[src/sv/ltcd_pkg.sv]
// Package for the line table crossing and distance block.
// Holds field widths, op codes and the distance sentinel; no dependencies.
package ltcd_pkg;
    localparam int MaxLinesDefault = 8;
    localparam int SlopeW = 24;
    localparam int InterceptW = 32;
    localparam int CoordW = 21;
    localparam int DistW = 25;
    localparam logic [DistW-1:0] DistSentinel = 25'd25600000;

    typedef enum logic [1:0] {
        OP_ADD   = 2'd0,
        OP_CROSS = 2'd1,
        OP_DIST  = 2'd2,
        OP_NONE  = 2'd3
    } op_t;

    // Query broadcast handed from cell to cell.
    typedef struct packed {
        logic                     valid;
        op_t                      op;
        logic signed [CoordW-1:0] sx;
        logic signed [CoordW-1:0] sy;
        logic signed [CoordW-1:0] ex;
        logic signed [CoordW-1:0] ey;
    } query_t;
endpackage

[src/sv/ltcd_cell.sv]
// One line cell: stores a slope and intercept, computes the two scaled residuals
// of a query in the cycle after it arrives and passes the query on. Uses ltcd_pkg.
module ltcd_cell (
    input  logic                               clk,
    input  logic                               rst_n,
    input  logic                               wr_en,
    input  logic signed [ltcd_pkg::SlopeW-1:0] wr_slope,
    input  logic signed [ltcd_pkg::InterceptW-1:0] wr_intercept,
    input  ltcd_pkg::query_t                   q_in,
    output ltcd_pkg::query_t                   q_out,
    output logic signed [ltcd_pkg::SlopeW-1:0] slope,
    output logic signed [47:0]                 res_s,
    output logic signed [47:0]                 res_e
);
    import ltcd_pkg::*;

    logic signed [SlopeW-1:0]     slope_reg;
    logic signed [InterceptW-1:0] icpt_reg;
    query_t                       q_reg;
    logic signed [47:0]           res_s_reg, res_e_reg;

    // Residual m*x + 4096*(b - y); at most about 2^45 in magnitude.
    function automatic logic signed [47:0] resid(input logic signed [SlopeW-1:0] m,
        input logic signed [InterceptW-1:0] b, input logic signed [CoordW-1:0] x,
        input logic signed [CoordW-1:0] y);
        logic signed [47:0] p;
        p = 48'(m) * 48'(x);
        return p + (48'(b) <<< 12) - (48'(y) <<< 12);
    endfunction

    always_ff @(posedge clk)
    begin
        if (wr_en)
        begin
            slope_reg <= wr_slope;
            icpt_reg  <= wr_intercept;
        end
        res_s_reg <= resid(slope_reg, icpt_reg, q_in.sx, q_in.sy);
        res_e_reg <= resid(slope_reg, icpt_reg, q_in.ex, q_in.ey);
    end

    always_ff @(posedge clk or negedge rst_n)
    begin
        if (!rst_n)
            q_reg <= '0;
        else
            q_reg <= q_in;
    end

    assign q_out = q_reg;
    assign slope = slope_reg;
    assign res_s = res_s_reg;
    assign res_e = res_e_reg;
endmodule

[config.mk]
export PLATFORM = sky130hd
export DESIGN_NAME = ltcd_cell
export DESIGN_NICKNAME = d
export VERILOG_FILES = /design/src/sv/ltcd_pkg.sv /design/src/sv/ltcd_cell.sv
export SDC_FILE = /design/constraint.sdc
export NUM_CORES = 2
export LEC_CHECK = 0
export BUFFER_PORTS_ARGS = -buffer_cell sky130_fd_sc_hd__buf_2
export CAP_MARGIN = 20
export CORE_ASPECT_RATIO = 0.8
export CORE_MARGIN = 5
export CORE_UTILIZATION = 25
export DETAILED_ROUTE_END_ITERATION = 8
export GPL_TIMING_DRIVEN = 0
export PLACE_DENSITY = 0.41
export SLEW_MARGIN = 20
export SYNTH_ARGS = -nofsm -noshare
export SYNTH_HDL_FRONTEND = slang
export SYNTH_SLANG_ARGS = --single-unit
[constraint.sdc]
create_clock -name clk -period 15.17 [get_ports clk]
set_input_delay 0.7585 -clock clk [delete_from_list [all_inputs] [get_ports clk]]
set_output_delay 0.7585 -clock clk [all_outputs]
set_load 0.02 [all_outputs]
# Word level (Yosys, flattened, before mapping)

Index checks and enable logic that the tools add are counted.
Widths: inputs -> output; s select.

Output and inout port bits: 207
Register bits after elaboration: 237
Input port bits: 146
Word-level logic and storage cells: 16

$add $sub $neg: 4
Multipliers: 2

Operator list:

| kind           | count |
|---|---|
| $sub 46x33->47 | 2 |
| $add 45x44->46 | 2 |
| $mul 24x21->45 | 2 |

# Depth between registers and ports, before layout

Word-level depth: 3
Gate-level depth with buffers: 26
Gate-level depth less buffers: 25

# Worst setup path before layout

No wires, ideal clock.

Kind: input port to flip-flop
From: in q_in[63] (netlist name)
To: reg res_s_reg[43] (netlist: res_s[43])
Arrival: 7.024 ns
Path buffers: 1
Data required time: 15.098 ns
Setup time: 0.072 ns
Setup slack: 8.073 ns
Stages: 23
Path through: clkbuf_1 and2_1 ha_1 fa_1 inv_1 fa_1 inv_1 fa_1 fa_1 fa_1 inv_1 fa_1 inv_1 ha_1 and2_1 a221o_1 a21oi_1 nand2_1 o41ai_2 o21ai_1 a41o_1 a21oi_1 xnor2_1

Longest elaborated chain between the ends: 3

RTL lines:

| what                 | RTL line        | RTL |
|---|---|---|
| from (decl)          | ltcd_cell.sv:9  | `input ltcd_pkg::query_t q_in,` |
| $mul 24x21->45       | ltcd_cell.sv:27 | `p = 48'(m) * 48'(x);` |
| $add 45x44->46       | ltcd_cell.sv:28 | `return p + (48'(b) <<< 12) - (48'(y) <<< 12);` |
| $sub 46x33->47       | ltcd_cell.sv:28 |  |
| to (signal assigned) | ltcd_cell.sv:38 | `res_s_reg <= resid(slope_reg, icpt_reg, q_in.sx, q_in.sy);` |
| to (decl)            | ltcd_cell.sv:20 | `logic signed [47:0] res_s_reg, res_e_reg;` |

No other way between the ends.
A chain may end at the register's enable or synchronous reset.

# Worst setup path after layout

From: reg slope_reg[23] (netlist: slope[23])
To: reg res_e_reg[43] (netlist: res_e[43])

Longest elaborated chain between the ends: 3

RTL lines:

| what                   | RTL line        | RTL |
|---|---|---|
| from (decl)            | ltcd_cell.sv:17 | `logic signed [SlopeW-1:0] slope_reg;` |
| from (signal assigned) | ltcd_cell.sv:35 | `slope_reg <= wr_slope;` |
| $mul 24x21->45         | ltcd_cell.sv:27 |  |
| $add 45x44->46         | ltcd_cell.sv:28 |  |
| $sub 46x33->47         | ltcd_cell.sv:28 |  |
| to (signal assigned)   | ltcd_cell.sv:39 | `res_e_reg <= resid(slope_reg, icpt_reg, q_in.ex, q_in.ey);` |
| to (decl)              | ltcd_cell.sv:20 |  |

No other way between the ends.

==> flow_summary.yaml <==
clock_tree:
  cts_tree: "yes"
  clk_transition_reported_paths_ps: 60
  cts_setup_buffers: 0
  worstSkewPairLatency_ps: 610
  cts_hold_buf: 0
  cts_buffer_depth: 3
  cts_sinks: 237
  post_cts_resized: 0
  cts_buffers: 34
  clockRootBuffer: "clkbuf_16"
  ctsHtreeMaxLevel: 2
global_route:
  grt_start_max_net_pins: 55
  grt-ovfl-total: 0
  grt_pass1_wl_um: 253000
  antenna_found_initial: 52
  grt_pass1_vias: 36400
  track_usage_pct: 17.7
yosys:
  syn_area_mm2: 0.0480
  synthArstFlopShare_pct: 36.7
  synthFlopType: "dfxtp_1"
  synthesis.nets: 6448
  syn_inst: 4800
  synth_seq_area_share_pct: 12.0
  synth_warnings: 0
  ys_types: 63
  ys_seq_elements: 237
  synth-edff-count: 56
  avgSynthCellArea_um2: 10.0
die:
  die_y_um: 402
  die_x_um: 500
  core.rowCount: 143
  core_area_mm2: 0.190
  start_util_pct: 25.2
  pin_count: 353
  dieArea_mm2: 0.201
route:
  wl_met1_um: 74100
  dr_wl_met2_um: 77700
  first_pass_iters: 7
  drt_iter0_markers: 2241
  wl_um: 174000
  highest_layer: "met5"
  via_count: 34000
  drc_errors: 0
  wl_per_cell_um: 22.4
  postRouteAntennaNets: 0
  routed_via_density: 4.37
  routed-wl-met3_um: 17200
timing:
  setup_tns_ps: 0
  rsz0062_at_grt: "no"
  tightest_slew_ps: 1310
  finalSetupViolCount: 0
  final-hold-violation-count: 0
  fin_worst_skew_ps: 24.8
  period_needed_ps: 9300
  max_slew_margin_pct: 12.8
  worst_hold_slack_ps: 31.3
  min_period_over_period_pct: 61.3
  slew_viol_final: 0
  fmax_mhz: 107
place:
  io_buffers: 352
  dp_hpwl_um: 151000
  place_congestion: 0.906
  dp.cells: 7693
outcome:
  status: "finished, final reports clean"
setup_path:
  required_ps: 15670
  worst_ep_arrival_time_ps: 9800
  critPathKind: "reg2reg"
  cp_max_fo: 11
  end_kind: "flip-flop"
  startpoint_type: "flip-flop"
finish:
  layout.nets: 6840
  largest_reg_flops: 87
  area_growth_pct: 13.0
  layout.cells.non_filler: 7771
  drive_above_1_share_pct: 8.57
job:
  maxCapViolCount: 0
hold_path:
  hold_path.class: "in2async"
layer usage:
metal	global-route usage, %	vias up
met5	0	-
met4	4.55	8
met3	5.32	149
met2	27.4	1246
met1	24.1	18000
li1	-	14600
stage by stage:
step	setup slack [ps]	instance area [um2]	util [%]
floorplan	8070	48000	-
global placement	5420	52900	27.8
detailed placement	5490	53000	27.9
CTS	5680	54200	28.5
global route	5570	54200	28.5
finish	5870	54200	28.5
synth_stat cells (4+ instances only):
library cell     n  area share, %
a211o_1          4          0.073
a211oi_1        15           0.23
a21o_1          54           0.84
a21oi_1         73           0.76
a221o_1          6           0.13
a31oi_1          8           0.10
and2_1         434            5.7
and3_1          16           0.21
clkbuf_1       197            1.5
dfrtp_1         87            4.5
dfxtp_1         94            3.9
edfxtp_1        56            3.5
fa_1          1240             52
ha_1           262            6.8
inv_1         1313             10
nand2_1        579            4.5
nand2b_1        17           0.22
nand3_1         19           0.20
nand4_1          7          0.091
nor2_1          43           0.34
nor2b_1         47           0.61
nor3_1          14           0.15
o211ai_1         6          0.094
o21a_1          10           0.16
o21ai_0         29           0.30
o21ai_1         16           0.17
o21bai_1         9           0.14
o22ai_1          4          0.052
o31ai_1          4          0.063
xnor2_1         59            1.1
xor2_1          31           0.57
logic make-up (layout without fill, tap and decap cells):
logic type,after synthesis,count (layout),synth area share (%)
adders and majority gates,1502,1502,58.5
other,0,17,0
AOI/OAI and AO/OA,271,271,3.83
xor gates and xnor gates,90,90,1.64
DFF,237,237,12.0
buffers and inverters,1514,1931,11.9
and+or+nand+nor,1186,1186,12.2
worst paths after layout:
path	from	slack, ps	cells past startpoint	end
setup / recovery	slope[23]	5870	23	res_e[43]
setup reg to reg	slope[23]	5870	23	res_e[43]
hold / removal	rst_n	30	1	q_out[45]
max in group asynchronous	rst_n	14410	2	q_out[37]
min in group clk	q_in[84]	260	1	q_out[84]
hold reg to reg	slope[0]	1400	2	res_s[0]
cells in the final DEF (no fill, tap or decap), drive strengths merged, types with 4 or more instances in the layout:
cell type / count
a31oi: 8
o211ai: 6
a211o: 4
o22ai: 4
clkbuf: 239
and2: 434
xnor2: 59
dfrtp: 87
buf: 360
a21boi: 5
o21a: 10
nor3: 14
fa: 1240
diode: 17
a21o: 54
o21bai: 9
nand2b: 17
o21ai: 46
ha: 262
clkinv: 6
nand4: 7
inv: 1321
nand2: 579
o31ai: 5
nor2b: 48
xor2: 31
a211oi: 15
nand3: 19
edfxtp: 56
a221o: 6
dfxtp: 94
and3: 16
a21oi: 74
nor2: 43
worst max-delay path, stage by stage, from the launching register on:
cell      delay [ps]
edfxtp_1         490
clkbuf_1         770
and2_1           320
fa_1             680
fa_1             580
inv_1             60
fa_1             530
inv_1             50
fa_1             480
fa_1             460
fa_1             520
inv_1             50
fa_1             470
inv_1             40
ha_1             250
clkbuf_1         280
and3_1           390
nand3_1          280
nor4_1           830
a21oi_1          390
o31ai_1          770
a21o_1           210
a21oi_1           80
xnor2_1          200
layout make-up:
type	count	area (um2)
clock buffer	42	932
clock inverter	19	213
antenna	17	42.5
fill	20500	136000
inverter	1313	4930
sequential	237	5740
buffer	201	787
tap	2537	3170
timing repair buffer	356	1850
multi-input combinational	3049	36600
Power is not shown: default switching activity piles up to over one toggle a cycle in this logic, so the estimate is an artifact.
